[config.mk]
export PLATFORM = sky130hd
export DESIGN_NAME = imrh_decide_flat
export DESIGN_NICKNAME = d
export VERILOG_FILES = /design/src/hdl/imrh_pkg.sv /design/src/hdl/imrh_if.sv /design/src/hdl/imrh_decide.sv /design/src/flat_wrapper.sv
export SDC_FILE = /design/constraint.sdc
export NUM_CORES = 1
export LEC_CHECK = 0
export ABC_CLOCK_PERIOD_IN_PS = 5900
export BUFFER_PORTS_ARGS = -buffer_cell sky130_fd_sc_hd__clkbuf_2
export CORE_ASPECT_RATIO = 1.75
export CORE_UTILIZATION = 58
export CTS_CLUSTER_SIZE = 20
export DETAILED_ROUTE_END_ITERATION = 6
export GPL_ROUTABILITY_DRIVEN = 0
export PLACE_DENSITY_LB_ADDON = 0.1
export SLEW_MARGIN = 20
export SYNTH_ARGS = -nofsm -noshare
export SYNTH_HDL_FRONTEND = slang
export SYNTH_SLANG_ARGS = --single-unit
[constraint.sdc]
create_clock -name clk -period 5.9 [get_ports clk]
set_clock_uncertainty 0.2 [all_clocks]
set_input_delay 1.475 -clock clk [delete_from_list [all_inputs] [get_ports clk]]
set_output_delay 1.475 -clock clk [all_outputs]
set_load 0.01 [all_outputs]
[src/hdl/imrh_pkg.sv]
`timescale 1ns / 1ps
// Shared types, codes and widths for the image map region hit test.
// No dependencies; every other file of the block imports this package.
package imrh_pkg;

  localparam int unsigned COORD_W      = 16;
  localparam int unsigned TAG_W        = 16;
  localparam int unsigned KIND_W       = 3;
  localparam int unsigned OUTCOME_W    = 3;
  localparam int unsigned DIFF_W       = COORD_W + 1;
  localparam int unsigned PROD_W       = 2 * DIFF_W;
  localparam int unsigned DIST_W       = PROD_W;
  localparam int unsigned CFG_INDEX_W  = 1;
  localparam int unsigned CFG_DATA_W   = COORD_W;
  localparam int unsigned MAX_VERT_DEF = 128;

  typedef enum logic [KIND_W-1:0] {
    KIND_RECT    = 3'd0,
    KIND_CIRCLE  = 3'd1,
    KIND_POLYGON = 3'd2,
    KIND_DEFAULT = 3'd3,
    KIND_POINT   = 3'd4,
    KIND_MARKER  = 3'd5
  } region_kind_t;

  typedef enum logic [OUTCOME_W-1:0] {
    OUT_NONE    = 3'd0,
    OUT_HIT     = 3'd1,
    OUT_DEFAULT = 3'd2,
    OUT_NEAREST = 3'd3,
    OUT_FEW     = 3'd4,
    OUT_MANY    = 3'd5
  } outcome_t;

  typedef enum logic [CFG_INDEX_W-1:0] {
    REG_PROBE_X = 1'b0,
    REG_PROBE_Y = 1'b1
  } reg_index_t;

  typedef logic signed [COORD_W-1:0] coord_t;
  typedef logic signed [DIFF_W-1:0]  diff_t;
  typedef logic signed [PROD_W-1:0]  prod_t;
  typedef logic [DIST_W-1:0]         dist_t;

  // Edge operands: straddle already folds in whether the edge is tested.
  typedef struct packed {
    logic  straddle;
    logic  up;
    logic  split;
    logic  right;
    diff_t ex;
    diff_t dy;
    diff_t ey;
    diff_t dx;
  } edge_op_t;

  typedef struct packed {
    logic  straddle;
    logic  up;
    logic  split;
    logic  right;
    prod_t p1;
    prod_t p2;
  } edge_prod_t;

  typedef struct packed {
    logic             live;
    logic             ends;
    logic             map_end;
    region_kind_t     kind;
    logic [TAG_W-1:0] tag;
    logic             err_many;
    logic             err_few;
    logic             rect_hit;
    edge_op_t         e1;
    edge_op_t         e2;
    diff_t            cdx;
    diff_t            cdy;
    diff_t            rdx;
    diff_t            rdy;
  } front_word_t;

  typedef struct packed {
    logic             live;
    logic             ends;
    logic             map_end;
    region_kind_t     kind;
    logic [TAG_W-1:0] tag;
    logic             err_many;
    logic             err_few;
    logic             rect_hit;
    edge_prod_t       e1;
    edge_prod_t       e2;
    dist_t            cdx2;
    dist_t            cdy2;
    dist_t            rdx2;
    dist_t            rdy2;
  } prod_word_t;

  typedef struct packed {
    logic             live;
    logic             ends;
    logic             map_end;
    region_kind_t     kind;
    logic [TAG_W-1:0] tag;
    logic             err_many;
    logic             err_few;
    logic             rect_hit;
    logic             cross1;
    logic             cross2;
    dist_t            dp;
    dist_t            dr;
  } sum_word_t;

endpackage

[src/hdl/imrh_if.sv]


interface imrh_result_if;
  import imrh_pkg::*;

  logic                 valid;
  logic                 ready;
  logic [OUTCOME_W-1:0] outcome;
  logic [TAG_W-1:0]     chosen_tag;

  modport source (output valid, outcome, chosen_tag, input ready);
  modport sink (input valid, outcome, chosen_tag, output ready);
endinterface

[src/hdl/imrh_decide.sv]
`timescale 1ns / 1ps
// Decision stage: crossing parity, current pick, search closure and result register.
// Depends on imrh_pkg and imrh_result_if.
module imrh_decide (
  input  logic                clk,
  input  logic                rst,
  input  logic                s3_valid,
  input  imrh_pkg::sum_word_t s3_word,
  output logic                stall,
  imrh_result_if.source       result
);
  import imrh_pkg::*;

  outcome_t         best_outcome;
  logic [TAG_W-1:0] best_tag;
  dist_t            best_dist;
  logic             closed;
  logic             parity;

  outcome_t         best_outcome_next;
  logic [TAG_W-1:0] best_tag_next;
  dist_t            best_dist_next;
  logic             closed_next;
  logic             parity_next;
  logic             take;
  logic             act;
  logic             par_run;
  logic             par_fin;

  assign stall   = s3_valid && s3_word.map_end && result.valid && !result.ready;
  assign take    = s3_valid && !stall;
  assign act     = !closed && s3_word.live;
  assign par_run = parity ^ s3_word.cross1;
  assign par_fin = par_run ^ s3_word.cross2;

  always_comb begin
    best_outcome_next = best_outcome;
    best_tag_next     = best_tag;
    best_dist_next    = best_dist;
    closed_next       = closed;
    parity_next       = parity;
    if (act) begin
      parity_next = par_run;
    end
    if (act && s3_word.ends) begin
      if (s3_word.err_many) begin
        best_outcome_next = OUT_MANY;
        best_tag_next     = '0;
        best_dist_next    = '0;
        closed_next       = 1'b1;
      end else if (s3_word.err_few) begin
        best_outcome_next = OUT_FEW;
        best_tag_next     = '0;
        best_dist_next    = '0;
        closed_next       = 1'b1;
      end else begin
        case (s3_word.kind) inside
          KIND_RECT, KIND_CIRCLE, KIND_POLYGON: begin
            if ((s3_word.kind == KIND_RECT && s3_word.rect_hit) ||
                (s3_word.kind == KIND_CIRCLE && s3_word.dp <= s3_word.dr) ||
                (s3_word.kind == KIND_POLYGON && par_fin)) begin
              best_outcome_next = OUT_HIT;
              best_tag_next     = s3_word.tag;
              closed_next       = 1'b1;
            end
          end
          KIND_DEFAULT: begin
            best_outcome_next = OUT_DEFAULT;
            best_tag_next     = s3_word.tag;
            best_dist_next    = '0;
          end
          default: begin
            if (best_outcome == OUT_NONE || s3_word.dp < best_dist) begin
              best_outcome_next = OUT_NEAREST;
              best_tag_next     = s3_word.tag;
              best_dist_next    = s3_word.dp;
            end
          end
        endcase
      end
    end
    if (s3_word.ends) begin
      parity_next = 1'b0;
    end
  end

  always_ff @(posedge clk) begin
    if (rst) begin
      best_outcome <= OUT_NONE;
      best_tag     <= '0;
      best_dist    <= '0;
      closed       <= 1'b0;
      parity       <= 1'b0;
      result.valid <= 1'b0;
    end else begin
      if (take && s3_word.map_end) begin
        result.valid <= 1'b1;
      end else if (result.valid && result.ready) begin
        result.valid <= 1'b0;
      end
      if (take) begin
        parity <= parity_next;
        if (s3_word.map_end) begin
          best_outcome <= OUT_NONE;
          best_tag     <= '0;
          best_dist    <= '0;
          closed       <= 1'b0;
        end else begin
          best_outcome <= best_outcome_next;
          best_tag     <= best_tag_next;
          best_dist    <= best_dist_next;
          closed       <= closed_next;
        end
      end
    end
  end

  always_ff @(posedge clk) begin
    if (take && s3_word.map_end) begin
      result.outcome    <= best_outcome_next;
      result.chosen_tag <= best_tag_next;
    end
  end

endmodule

[src/flat_wrapper.sv]
// flat-port wrapper written by rule: the top's interface ports become plain ports
module imrh_decide_flat import imrh_pkg::*;
  (clk, rst, s3_valid, s3_word, stall, result_valid, result_outcome, result_chosen_tag, result_ready);
  imrh_result_if result_i ();
  input  logic clk;
  input  logic rst;
  input  logic s3_valid;
  input  imrh_pkg::sum_word_t s3_word;
  output logic stall;
  output wire logic [$bits(result_i.valid)-1:0] result_valid;
  output wire logic [$bits(result_i.outcome)-1:0] result_outcome;
  output wire logic [$bits(result_i.chosen_tag)-1:0] result_chosen_tag;
  input wire logic [$bits(result_i.ready)-1:0] result_ready;
  assign result_valid = result_i.valid;
  assign result_outcome = result_i.outcome;
  assign result_chosen_tag = result_i.chosen_tag;
  assign result_i.ready = result_ready;
  imrh_decide u_core (.clk(clk), .rst(rst), .s3_valid(s3_valid), .s3_word(s3_word), .stall(stall), .result(result_i));
endmodule
==> impl_metrics.py <==
metrics = {
    "synthesis": {
        "synth_top_family_by_area": "compound AO/OA/AOI/OAI gates",
        "synth_compound_area_frac": 0.2139,
        "synth.avg_cell_area_sq_um": 8.850,
        "synth_mux_area_frac": 0.002118,
        "synth_fp_nets": 700,
        "synth.distinct_cells": 61,
        "ys_seq_area_frac": 0.3580,
        "synth-xor-area-share": 0.003707,
        "ys.flop_type": "dfxtp_1",
        "synth_adder_area_share": 0.1774,
        "ys.warnings.count": 0,
        "ys_ff_latch": 75,
        "netlist_instances": 534,
        "synth_async_sr_flop_share": 0,
        "synthSimpleGateAreaFrac": 0.1642,
        "syn_area_sq_um": 4726,
        "synth_edf_count": 19,
    },
    "critical_path": {
        "path_max_fanout": 16,
        "worst-endpoint-arrival_ps": 4230,
        "reg2reg_to": "u_core.best_tag[3]$_SDFFE_PP0P_",
        "end_kind": "register",
        "path_cells": "clkbuf_2, inv_1, ha_1, a21o_1, a41oi_1, o21ai_0, o211a_1, o31ai_4, nor3_2, nor4_4, a22o_2",
        "cp_top_family": "compound AO/OA/AOI/OAI gates",
        "critPathLaunchType": "input port",
        "critical_path_class": "input port to register",
        "r2r.worst_path.cells": 10,
        "critical_path_buf_inv_count": 2,
        "required_ps": 5980,
        "rr_startpoint": "u_core.best_dist[27]$_SDFFE_PP0P_",
        "slowest_stage": "nor4_4",
        "cpPeakStageDelay_ps": 770,
        "r2r_slack_ps": 2670,
    },
    "sta": {
        "maxSlewViolCount": 0,
        "rsz0062_at_grt": "no",
        "fin_tns_setup_ps": 0,
        "whs_ps": 250.3,
        "hold_viol": 0,
        "post-route-period-util": 0.7031,
        "worst_pin_slew_ps": 998.6,
        "fmax_ghz": 0.2411,
        "post-route-min-period_ps": 4148,
        "timing.final.ws_setup_ps": 1752,
        "setup_violations": 0,
        "maxSlewHeadroom": 0.3343,
    },
    "placement": {
        "dp_cells": 726,
        "dpl_cell_area_sq_um": 5358,
        "hpwl_um": 8933,
        "port_buffers": 119,
        "dp_slack_ps": 1443,
    },
    "floorplan": {
        "num_rows": 43,
        "initial_core_util": 0.5975,
        "ios": 120,
        "die_x_um": 70.24,
        "core_area_sq_um": 7909,
        "die_area_sq_um": 8527,
        "die_h_um": 121.4,
    },
    "clock_tree": {
        "root_buffer": "clkbuf_16",
        "cts_tree": "done",
        "clockBufferDepth": 2,
        "cts.reportedPaths.clkPinSlew_ps": 60,
        "cts_buffers": 9,
        "cts_resized": 0,
        "hold_buffers": 0,
        "post-cts-setup-buffer-count": 0,
        "cts_htree_levels": 3,
        "numClockSinks": 75,
        "clk_latency_ps": 330,
    },
    "min_path": {
        "hold_end": "u_core.best_dist[1]$_SDFFE_PP0P_",
        "hp-class": "register to register",
        "hold_depth": 2,
        "min-delay-start": "u_core.best_dist[1]$_SDFFE_PP0P_",
    },
    "grt": {
        "grt_usage": 0.2814,
        "grt_start_max_net_pins": 44,
        "grt.overflow.total": 0,
        "antenna_found_initial": 0,
        "grt_pass1_wl_um": 18930,
        "grt_pass1_vias": 4363,
    },
    "power_and_ir_drop": {
        "switching_share": 0.2517,
        "ir_drop_mv": 0.2032,
        "internal_power_mw": 1.004,
        "pwr-share-seq": 0.402,
        "power_mw": 1.341,
        "p_sw_mw": 0.3375,
        "pwr-share-comb": 0.153,
        "powerDensity_nw_per_um2": 235.9,
        "cellLeakagePower_nw": 2.573,
        "clockPowerShare": 0.445,
    },
    "layout": {
        "fin_cells": 742,
        "final_cell_mix": "clkbuf_2 (119), inv_1 (72), ha_1 (67)",
        "final_area_sq_um": 5685,
        "fin_nets": 813,
        "layout_commonest_cell": "clkbuf_2",
        "drive_above_1_share": 0.2469,
        "n_antenna_cell": 0,
        "area_growth_pct": 20.31,
        "fin_util": 0.7189,
    },
    "routing": {
        "dr.pass1.iters": 4,
        "wl_per_cell_um": 15.69,
        "detail_route.vias_per_cell": 5.891,
        "drtIter0Drc": 214,
        "via_count": 4371,
        "wl_um": 11640,
        "postRouteAntennaNets": 0,
        "drcViolationCount": 0,
    },
    "run_status": {
        "status": "completed",
    },
    "job": {
        "maxCapViolations": 0,
    },
}
per-layer routing:
| metal | track usage | up-vias | part of all wire | wire length, um |
|---|---|---|---|---|
| met5 | 0 | - | 0 | 0 |
| met4 | 0.1263 | 0 | 0.029 | 341 |
| met3 | 0.05482 | 25 | 0.039 | 454 |
| met2 | 0.5327 | 125 | 0.55 | 6419 |
| met1 | 0.2907 | 2069 | 0.38 | 4427 |
| li1 | - | 2152 | - | - |
kinds of logic after synthesis:
| group | after synthesis |
|---|---|
| AO/OA/AOI/OAI | 146 |
| XOR/XNOR | 2 |
| adder cells (fa/ha/maj) | 67 |
| buffers and inverters | 93 |
| flip-flops | 75 |
| multiplexers | 1 |
| AND/OR/NAND/NOR | 150 |
cell usage after synthesis (all sizes together) (2+ instances only):
library cell / instances / area share
a211oi: 3 / 0.0048
inv: 73 / 0.058
a21o: 9 / 0.014
nor4: 6 / 0.016
or3: 2 / 0.0029
o211a: 2 / 0.0042
a21oi: 63 / 0.068
ha: 67 / 0.18
nor2b: 3 / 0.0040
nand4: 13 / 0.022
o21ai: 15 / 0.016
nand2b: 3 / 0.0040
o22ai: 2 / 0.0069
and3: 2 / 0.0026
dfxtp: 56 / 0.24
edfxtp: 19 / 0.12
nand3: 41 / 0.043
buf: 11 / 0.014
clkbuf: 9 / 0.0093
o31a: 2 / 0.0042
a22o: 32 / 0.061
a221oi: 2 / 0.0037
o31ai: 2 / 0.0061
nor2: 16 / 0.013
nand2: 55 / 0.044
nor3: 5 / 0.0064
xnor2: 2 / 0.0037
power groups by stage:
stage | Combinational [mW] | Clock [mW] | Sequential (mW)
floorplan | 0.122 | 0 | 0.552
global placement | 0.195 | 0 | 0.550
detailed placement | 0.204 | 0 | 0.550
CTS | 0.206 | 0.603 | 0.539
global route | 0.231 | 0.623 | 0.540
finish | 0.205 | 0.597 | 0.539
flip-flops by register name, summed over array words and instances (netlist names):
register                  cells
u_core.result.outcome         3
u_core.parity                 1
u_core.best_outcome           3
u_core.best_dist             34
u_core.closed                 1
u_core.result.chosen_tag     16
u_core.result.valid           1
u_core.best_tag              16
how the worst max path moves through the flow:
stage / from / end / slack [ps] / cells after the start
3_5_place_dp: s3_word[3] / u_core.best_tag[0]$_SDFFE_PP0P_ / 1440 / 11
5_1_grt: s3_word[66] / u_core.best_tag[3]$_SDFFE_PP0P_ / 1580 / 10
6_report: s3_word[3] / u_core.best_tag[3]$_SDFFE_PP0P_ / 1750 / 11
3_3_place_gp: s3_word[3] / u_core.best_tag[0]$_SDFFE_PP0P_ / 1530 / 11
2_1_floorplan: s3_word[3] / u_core.result.chosen_tag[10]$_DFFE_PP_ / 2000 / 11
4_1_cts: s3_word[3] / u_core.best_tag[0]$_SDFFE_PP0P_ / 1770 / 11
layout make-up:
| class | instances | area [sq um] |
|---|---|---|
| Timing Repair Buffer | 122 | 618.1 |
| Tap cell | 90 | 112.6 |
| Sequential cell | 75 | 1692 |
| Clock buffer | 11 | 242.7 |
| Clock inverter | 5 | 85.08 |
| Fill cell | 646 | 2223 |
| Multi-Input combinational cell | 366 | 2661 |
| Inverter | 73 | 274.0 |
worst register-to-register path, stage by stage (launching register included):
cell and delay [ps]:
dfxtp_1 330, inv_1 40, ha_1 280, a21oi_1 140
o21ai_0 90, a221oi_1 390, nand4_1 190, o22ai_2 320
nor3_2 120, nor4_4 770, a22o_2 290
(Power assumes the default switching activity.)
