**src/hdl/imrh_pkg.sv**
```systemverilog
`timescale 1ns / 1ps
// Shared types, codes and widths for the image map region hit test.
// No dependencies; every other file of the block imports this package.
package imrh_pkg;

  localparam int unsigned COORD_W      = 16;
  localparam int unsigned TAG_W        = 16;
  localparam int unsigned KIND_W       = 3;
  localparam int unsigned OUTCOME_W    = 3;
  localparam int unsigned DIFF_W       = COORD_W + 1;
  localparam int unsigned PROD_W       = 2 * DIFF_W;
  localparam int unsigned DIST_W       = PROD_W;
  localparam int unsigned CFG_INDEX_W  = 1;
  localparam int unsigned CFG_DATA_W   = COORD_W;
  localparam int unsigned MAX_VERT_DEF = 128;

  typedef enum logic [KIND_W-1:0] {
    KIND_RECT    = 3'd0,
    KIND_CIRCLE  = 3'd1,
    KIND_POLYGON = 3'd2,
    KIND_DEFAULT = 3'd3,
    KIND_POINT   = 3'd4,
    KIND_MARKER  = 3'd5
  } region_kind_t;

  typedef enum logic [OUTCOME_W-1:0] {
    OUT_NONE    = 3'd0,
    OUT_HIT     = 3'd1,
    OUT_DEFAULT = 3'd2,
    OUT_NEAREST = 3'd3,
    OUT_FEW     = 3'd4,
    OUT_MANY    = 3'd5
  } outcome_t;

  typedef enum logic [CFG_INDEX_W-1:0] {
    REG_PROBE_X = 1'b0,
    REG_PROBE_Y = 1'b1
  } reg_index_t;

  typedef logic signed [COORD_W-1:0] coord_t;
  typedef logic signed [DIFF_W-1:0]  diff_t;
  typedef logic signed [PROD_W-1:0]  prod_t;
  typedef logic [DIST_W-1:0]         dist_t;

  // Edge operands: straddle already folds in whether the edge is tested.
  typedef struct packed {
    logic  straddle;
    logic  up;
    logic  split;
    logic  right;
    diff_t ex;
    diff_t dy;
    diff_t ey;
    diff_t dx;
  } edge_op_t;

  typedef struct packed {
    logic  straddle;
    logic  up;
    logic  split;
    logic  right;
    prod_t p1;
    prod_t p2;
  } edge_prod_t;

  typedef struct packed {
    logic             live;
    logic             ends;
    logic             map_end;
    region_kind_t     kind;
    logic [TAG_W-1:0] tag;
    logic             err_many;
    logic             err_few;
    logic             rect_hit;
    edge_op_t         e1;
    edge_op_t         e2;
    diff_t            cdx;
    diff_t            cdy;
    diff_t            rdx;
    diff_t            rdy;
  } front_word_t;

  typedef struct packed {
    logic             live;
    logic             ends;
    logic             map_end;
    region_kind_t     kind;
    logic [TAG_W-1:0] tag;
    logic             err_many;
    logic             err_few;
    logic             rect_hit;
    edge_prod_t       e1;
    edge_prod_t       e2;
    dist_t            cdx2;
    dist_t            cdy2;
    dist_t            rdx2;
    dist_t            rdy2;
  } prod_word_t;

  typedef struct packed {
    logic             live;
    logic             ends;
    logic             map_end;
    region_kind_t     kind;
    logic [TAG_W-1:0] tag;
    logic             err_many;
    logic             err_few;
    logic             rect_hit;
    logic             cross1;
    logic             cross2;
    dist_t            dp;
    dist_t            dr;
  } sum_word_t;

endpackage

```
**src/hdl/imrh_if.sv**
```systemverilog
`timescale 1ns / 1ps
// Valid/ready channels of the hit test: region vertex words in, result words out.
// Depends on imrh_pkg for field widths.
interface imrh_item_if;
  import imrh_pkg::*;

  logic                       valid;
  logic                       ready;
  logic [KIND_W-1:0]          region_kind;
  logic signed [COORD_W-1:0]  vertex_x;
  logic signed [COORD_W-1:0]  vertex_y;
  logic [TAG_W-1:0]           target_tag;
  logic                       region_end;
  logic                       map_end;

  modport source (
    output valid, region_kind, vertex_x, vertex_y, target_tag, region_end, map_end,
    input  ready
  );
  modport sink (
    input  valid, region_kind, vertex_x, vertex_y, target_tag, region_end, map_end,
    output ready
  );
endinterface


```
**src/hdl/imrh_front.sv**
```systemverilog
`timescale 1ns / 1ps
// Input stage: probe registers, region vertex tracking and operand preparation.
// Depends on imrh_pkg and imrh_item_if.
module imrh_front #(
  parameter int unsigned MAX_VERTICES = imrh_pkg::MAX_VERT_DEF
) (
  input  logic                                clk,
  input  logic                                rst,
  input  logic                                stall,
  input  logic                                cfg_write,
  input  logic [imrh_pkg::CFG_INDEX_W-1:0]    cfg_index,
  input  logic [imrh_pkg::CFG_DATA_W-1:0]     cfg_data,
  imrh_item_if.sink                           item,
  output logic                                s1_valid,
  output imrh_pkg::front_word_t               s1_word
);
  import imrh_pkg::*;

  localparam int unsigned TALLY_W = $clog2(MAX_VERTICES + 2);
  localparam logic [TALLY_W-1:0] TALLY_MAX = TALLY_W'(MAX_VERTICES);

  coord_t             probe_x;
  coord_t             probe_y;
  coord_t             first_vx;
  coord_t             first_vy;
  coord_t             second_vx;
  coord_t             second_vy;
  coord_t             prior_vx;
  coord_t             prior_vy;
  logic [TALLY_W-1:0] tally;

  coord_t             first_vx_next;
  coord_t             first_vy_next;
  coord_t             second_vx_next;
  coord_t             second_vy_next;
  logic [TALLY_W-1:0] tally_next;
  logic [TALLY_W-1:0] need;
  logic               fire;
  logic               live;
  logic               ends;
  front_word_t        word_next;

  function automatic edge_op_t make_edge(input logic en, input coord_t x0, input coord_t y0,
                                         input coord_t x1, input coord_t y1,
                                         input coord_t px, input coord_t py);
    edge_op_t e;
    logic     a;
    logic     b;
    logic     c;
    logic     d;
    a          = (y0 >= py);
    b          = (y1 >= py);
    c          = (x0 >= px);
    d          = (x1 >= px);
    e.straddle = en && (a != b);
    e.up       = b;
    e.split    = (c != d);
    e.right    = c;
    e.ex       = diff_t'(x0) - diff_t'(px);
    e.dy       = diff_t'(y1) - diff_t'(y0);
    e.ey       = diff_t'(y0) - diff_t'(py);
    e.dx       = diff_t'(x1) - diff_t'(x0);
    return e;
  endfunction

  assign item.ready = !stall;
  assign fire       = item.valid && item.ready;
  assign live       = (item.region_kind <= KIND_POINT);
  assign ends       = item.region_end || item.map_end;

  always_comb begin
    first_vx_next  = (tally == '0) ? item.vertex_x : first_vx;
    first_vy_next  = (tally == '0) ? item.vertex_y : first_vy;
    second_vx_next = (tally == TALLY_W'(1)) ? item.vertex_x : second_vx;
    second_vy_next = (tally == TALLY_W'(1)) ? item.vertex_y : second_vy;
    tally_next     = (tally <= TALLY_MAX) ? tally + TALLY_W'(1) : tally;
  end

  always_comb begin
    case (item.region_kind) inside
      KIND_POLYGON:             need = TALLY_W'(3);
      KIND_RECT, KIND_CIRCLE:   need = TALLY_W'(2);
      default:                  need = TALLY_W'(1);
    endcase
  end

  always_comb begin
    word_next.live     = live;
    word_next.ends     = ends;
    word_next.map_end  = item.map_end;
    word_next.kind     = region_kind_t'(item.region_kind);
    word_next.tag      = item.target_tag;
    word_next.err_many = (tally_next > TALLY_MAX);
    word_next.err_few  = (tally_next < need);
    word_next.rect_hit = (((probe_x >= first_vx_next) && (probe_x <= second_vx_next)) ||
                          ((probe_x >= second_vx_next) && (probe_x <= first_vx_next))) &&
                         (((probe_y >= first_vy_next) && (probe_y <= second_vy_next)) ||
                          ((probe_y >= second_vy_next) && (probe_y <= first_vy_next)));
    word_next.e1       = make_edge(live && (tally != '0), prior_vx, prior_vy,
                                   item.vertex_x, item.vertex_y, probe_x, probe_y);
    word_next.e2       = make_edge(live && ends, item.vertex_x, item.vertex_y,
                                   first_vx_next, first_vy_next, probe_x, probe_y);
    word_next.cdx      = diff_t'(first_vx_next) - diff_t'(probe_x);
    word_next.cdy      = diff_t'(first_vy_next) - diff_t'(probe_y);
    word_next.rdx      = diff_t'(first_vx_next) - diff_t'(second_vx_next);
    word_next.rdy      = diff_t'(first_vy_next) - diff_t'(second_vy_next);
  end

  always_ff @(posedge clk) begin
    if (rst) begin
      probe_x   <= '0;
      probe_y   <= '0;
      first_vx  <= '0;
      first_vy  <= '0;
      second_vx <= '0;
      second_vy <= '0;
      prior_vx  <= '0;
      prior_vy  <= '0;
      tally     <= '0;
      s1_valid  <= 1'b0;
    end else begin
      if (cfg_write) begin
        unique case (reg_index_t'(cfg_index))
          REG_PROBE_X: probe_x <= coord_t'(cfg_data);
          REG_PROBE_Y: probe_y <= coord_t'(cfg_data);
        endcase
      end
      if (fire && live) begin
        first_vx  <= first_vx_next;
        first_vy  <= first_vy_next;
        second_vx <= second_vx_next;
        second_vy <= second_vy_next;
        prior_vx  <= item.vertex_x;
        prior_vy  <= item.vertex_y;
      end
      if (fire && ends) begin
        tally <= '0;
      end else if (fire && live) begin
        tally <= tally_next;
      end
      if (!stall) begin
        s1_valid <= fire;
      end
    end
  end

  always_ff @(posedge clk) begin
    if (!stall) begin
      s1_word <= word_next;
    end
  end

endmodule

```
**src/flat_wrapper.sv**
```systemverilog
// flat-port wrapper written by rule: the top's interface ports become plain ports
module imrh_front_flat import imrh_pkg::*;
#(
  parameter int unsigned MAX_VERTICES = imrh_pkg::MAX_VERT_DEF
)
  (clk, rst, stall, cfg_write, cfg_index, cfg_data, s1_valid, s1_word, item_valid, item_region_kind, item_vertex_x, item_vertex_y, item_target_tag, item_region_end, item_map_end, item_ready);
  imrh_item_if item_i ();
  input  logic clk;
  input  logic rst;
  input  logic stall;
  input  logic cfg_write;
  input  logic [imrh_pkg::CFG_INDEX_W-1:0] cfg_index;
  input  logic [imrh_pkg::CFG_DATA_W-1:0] cfg_data;
  output logic s1_valid;
  output imrh_pkg::front_word_t s1_word;
  input wire logic [$bits(item_i.valid)-1:0] item_valid;
  input wire logic [$bits(item_i.region_kind)-1:0] item_region_kind;
  input wire logic [$bits(item_i.vertex_x)-1:0] item_vertex_x;
  input wire logic [$bits(item_i.vertex_y)-1:0] item_vertex_y;
  input wire logic [$bits(item_i.target_tag)-1:0] item_target_tag;
  input wire logic [$bits(item_i.region_end)-1:0] item_region_end;
  input wire logic [$bits(item_i.map_end)-1:0] item_map_end;
  output wire logic [$bits(item_i.ready)-1:0] item_ready;
  assign item_i.valid = item_valid;
  assign item_i.region_kind = item_region_kind;
  assign item_i.vertex_x = item_vertex_x;
  assign item_i.vertex_y = item_vertex_y;
  assign item_i.target_tag = item_target_tag;
  assign item_i.region_end = item_region_end;
  assign item_i.map_end = item_map_end;
  assign item_ready = item_i.ready;
  imrh_front #(.MAX_VERTICES(MAX_VERTICES)) u_core (.clk(clk), .rst(rst), .stall(stall), .cfg_write(cfg_write), .cfg_index(cfg_index), .cfg_data(cfg_data), .item(item_i), .s1_valid(s1_valid), .s1_word(s1_word));
endmodule
```
**config.mk**
```make
export PLATFORM = sky130hd
export DESIGN_NAME = imrh_front_flat
export DESIGN_NICKNAME = d
export VERILOG_FILES = /design/src/hdl/imrh_pkg.sv /design/src/hdl/imrh_if.sv /design/src/hdl/imrh_front.sv /design/src/flat_wrapper.sv
export SDC_FILE = /design/constraint.sdc
export NUM_CORES = 1
export LEC_CHECK = 0
export BUFFER_PORTS_ARGS = -buffer_cell sky130_fd_sc_hd__buf_2
export CORE_UTILIZATION = 59
export CTS_BUF_LIST = sky130_fd_sc_hd__clkbuf_8 sky130_fd_sc_hd__clkbuf_16
export CTS_CLUSTER_SIZE = 20
export DETAILED_ROUTE_END_ITERATION = 10
export PLACE_DENSITY = 0.87
export SLEW_MARGIN = 20
export SYNTH_ARGS = -nofsm -noshare
export SYNTH_HDL_FRONTEND = slang
export SYNTH_SLANG_ARGS = --single-unit
```
**constraint.sdc**
```tcl
create_clock -name clk -period 9.55 [get_ports clk]
set_clock_uncertainty 0.15 [all_clocks]
set_input_delay 1.4325 -clock clk [delete_from_list [all_inputs] [get_ports clk]]
set_output_delay 1.4325 -clock clk [all_outputs]
set_load 0.05 [all_outputs]
```
==> results by group <==
Route
  • Routed wire length on met3: 6223 um
  • WL/cell: 20.35 um
  • Max Used Layer: met5
  • Drt initial violations: 1680
  • Met2 wire len: 28970 um
  • Final ANT Viol Nets: 0
  • WL met1: 27510 um
  • Pre-Repair DR Iteration Count: 5
  • Vias per cell: 6.105
  • Final Routed Wirelength: 64950 um
  • DRC violations left: 0
  • Via count: 19488

Timing
  • Max frequency: 181.7 MHz
  • Slew @ Worst Pin: 1.122 ns
  • Final Hold Fails: 0
  • Final setup TNS: 0 ns
  • Final Cycle Share: 57.63%
  • Final setup viols: 0
  • Setup WS post-layout: 4.046 ns
  • Slew Limit Fails: 0
  • Min Hold Slack: 0.3022 ns
  • Final worst path period need: 5.504 ns
  • Worst slew margin relative to its limit: 24.70%
  • RSZ-0062 raised after global routing: no

CTS
  • Clk slew on worst S/H paths: 0.06 ns
  • Hold buffers post-CTS: 0
  • CTS Root Buffer Type: clkbuf_16
  • Num CTS Buffers: 41
  • Resize count post-CTS: 0
  • Htree depth: 2
  • Clock sink total: 374
  • Clk Latency, worst-skew pair: 0.56 ns
  • Setup bufs post-CTS: 0
  • TritonCTS clock tree: built
  • Clock Path Buffers: 3

Floorplanning
  • Die width: 199.1 um
  • DIE HEIGHT: 199.1 um
  • I/O Pins: 314
  • Initial Utilization: 60.45%
  • Die ar.: 39660 sq um
  • Core ar.: 37930 sq um
  • FP Rows: 71

Flow run
  • Total of max-cap violations: 0

Cells and area
  • Proportion of layout cells with a drive suffix above 1: 16.86%
  • Commonest non-fill, non-tap cell in the layout: buf_2
  • Commonest cells after routing, fill and taps aside: 312 x buf_2, 274 x nand2_1, 237 x edfxtp_1, 234 x ha_1, 217 x a21oi_1
  • Post-layout net count: 2965
  • Final non-filler cell total: 3192
  • Layout Cell Area excl Fill: 26460 sq um
  • Area growth from synthesis to layout: 15.37%
  • Post-layout util: 69.74%

Setup path
  • CP required: 9.73 ns
  • WP data arrival: 5.69 ns
  • Worst Setup Start Kind: flop
  • Highest-delay cell along the critical path: a311oi_1
  • Critical Path Sink Type: flop
  • Worst-path maximum fanout: 24
  • Setup Crit Path Kind: reg -> reg
  • Cell Chain, Critical Path: or2_1 -> or3_4 -> nor4_4 -> buf_4 -> mux2_2 -> ha_1 -> nor2b_1 -> o21a_1 -> o21ai_0 -> a21oi_1 -> a311oi_1 -> mux2i_1 -> a2111oi_0
  • CP max stage delay: 0.95 ns

Synth
  • Asr flop ratio synth: 0%
  • Post-synth cell types: 78
  • Synthesized instance count: 2331
  • Yosys warns: 0
  • Sequential share of the synthesized area: 43.00%
  • Synth Flop Type: edfxtp_1
  • Cell taking the most area after synthesis: edfxtp_1
  • Number of synthesized register bits: 374
  • Net count after synthesis: 2652
  • EDFF count, synth: 237
  • Share of the synthesized area in the top cell type: 31.04%
  • Top cells by area, synth: edfxtp_1 31%, ha_1 13%, dfxtp_1 12%
  • Mapped Area: 22930 sq um
  • Mean Syn Cell Area: 9.837 sq um

Placed design
  • Port Buffers: 313
  • DP Area: 25010 sq um
  • Dpl ws: 4.194 ns
  • Final GP Congestion: 1.022
  • HPWL Detailed: 49430 um
  • Post-Place Cells: 3112

Pwr
  • Worst VDD drop: 149.5 uV
  • Cell Pwr Density: 221.8 nW/um^2
  • Static leakage: 10.83 nW
  • PnR Total Power: 5.868 mW

GRT
  • Pin count of the biggest net entering global routing: 109
  • GRT Total Usage: 32.30%
  • First-pass GRT wire length: 98820 um
  • GRT Residual Overflow: 0
  • Initial antenna violation count: 6
  • Vias in the first global route: 18325

Hold path
  • Hold Path Class: reg -> reg

Run status
  • Status: completed
## logic make-up after synthesis
group,synth area share [%]
simple gates,13.83
buf+inv,3.536
fa+ha+maj,13.82
mux,3.323
xor+xnor,5.691
compound gates,16.81
flops,43.00
## metal layers
metal  GRT usage [%]  vias to the layer above
met5               0                        -
li1                -                     9101
met3           5.772                      157
met1           44.22                     9255
met4           12.96                        2
met2           50.55                      973
## synthesized netlist by cell type (6+ instances only)
master and count:
nor2b_1 37, nand4_1 25, and3_1 11, a31oi_1 21, a2111oi_0 6, nor4_1 8, a21oi_1 217, nand2b_1 27
nor3_1 31, a211oi_2 10, edfxtp_1 237, nand2_1 274, o21a_1 41, o41ai_1 6, mux2i_1 39, o31ai_1 15
and4_1 6, o21ai_0 83, or3_1 14, dfxtp_1 137, ha_1 234, a211oi_1 50, o211ai_1 18, xnor2_1 101
xor2_1 48, a21o_1 48, and2_1 11, o21bai_1 20, clkbuf_1 40, mux2_2 28, nor2_1 168, o31a_1 6
buf_1 7, or2_2 9, fa_1 12, nand3_1 41, inv_1 157
## final timing paths
check	slack, ns	from	depth (start not counted)	to
worst max-delay path	4.05	u_core.tally[5]$_SDFFE_PP0P_	13	u_core.s1_word[117]$_DFFE_PN_
worst min register to register	0.30	u_core.first_vx[5]$_SDFFE_PP0P_	2	u_core.first_vx[5]$_SDFFE_PP0P_
worst min-delay path	0.30	u_core.first_vx[5]$_SDFFE_PP0P_	2	u_core.first_vx[5]$_SDFFE_PP0P_
worst max register to register	4.05	u_core.tally[5]$_SDFFE_PP0P_	13	u_core.s1_word[117]$_DFFE_PN_
## area by class of cell
class | count | area [sq um]
antenna | 6 | 15.01
sequential | 374 | 9859
inverter | 157 | 596.8
timing repair buffer | 323 | 1644
tap | 511 | 639.4
fill | 2817 | 11480
multi-input combinational | 1747 | 12270
clock inverter | 28 | 299.0
clock buffer | 46 | 1129
## power by group
group	leakage [nW]	total (mW)	switching [mW]	internal, mW
registers	3.44	2.09	0.0879	2.00
logic	6.68	2.11	1.48	0.629
clock network	0.710	1.68	0.663	1.01
total	10.8	5.87	2.23	3.64
## sequential cells by signal, summed over array words and instances (netlist names)
signal and flops:
u_core.probe_x 16, u_core.tally 8, u_core.second_vy 16, u_core.first_vy 16, u_core.prior_vx 16, u_core.s1_word 237, u_core.probe_y 16, u_core.prior_vy 16
u_core.first_vx 16, u_core.s1_valid 1, u_core.second_vx 16
## critical path: cells and delay by family (launching register included)
kind                     cells  cell delay (ns)
AO/OA/AOI/OAI                5             1.96
adder cells (fa/ha/maj)      1             0.29
multiplexers                 2             0.67
AND/OR/NAND/NOR              4             1.36
flip-flops                   1             0.37
buffers and inverters        1             0.47
(Power assumes the default switching activity.)
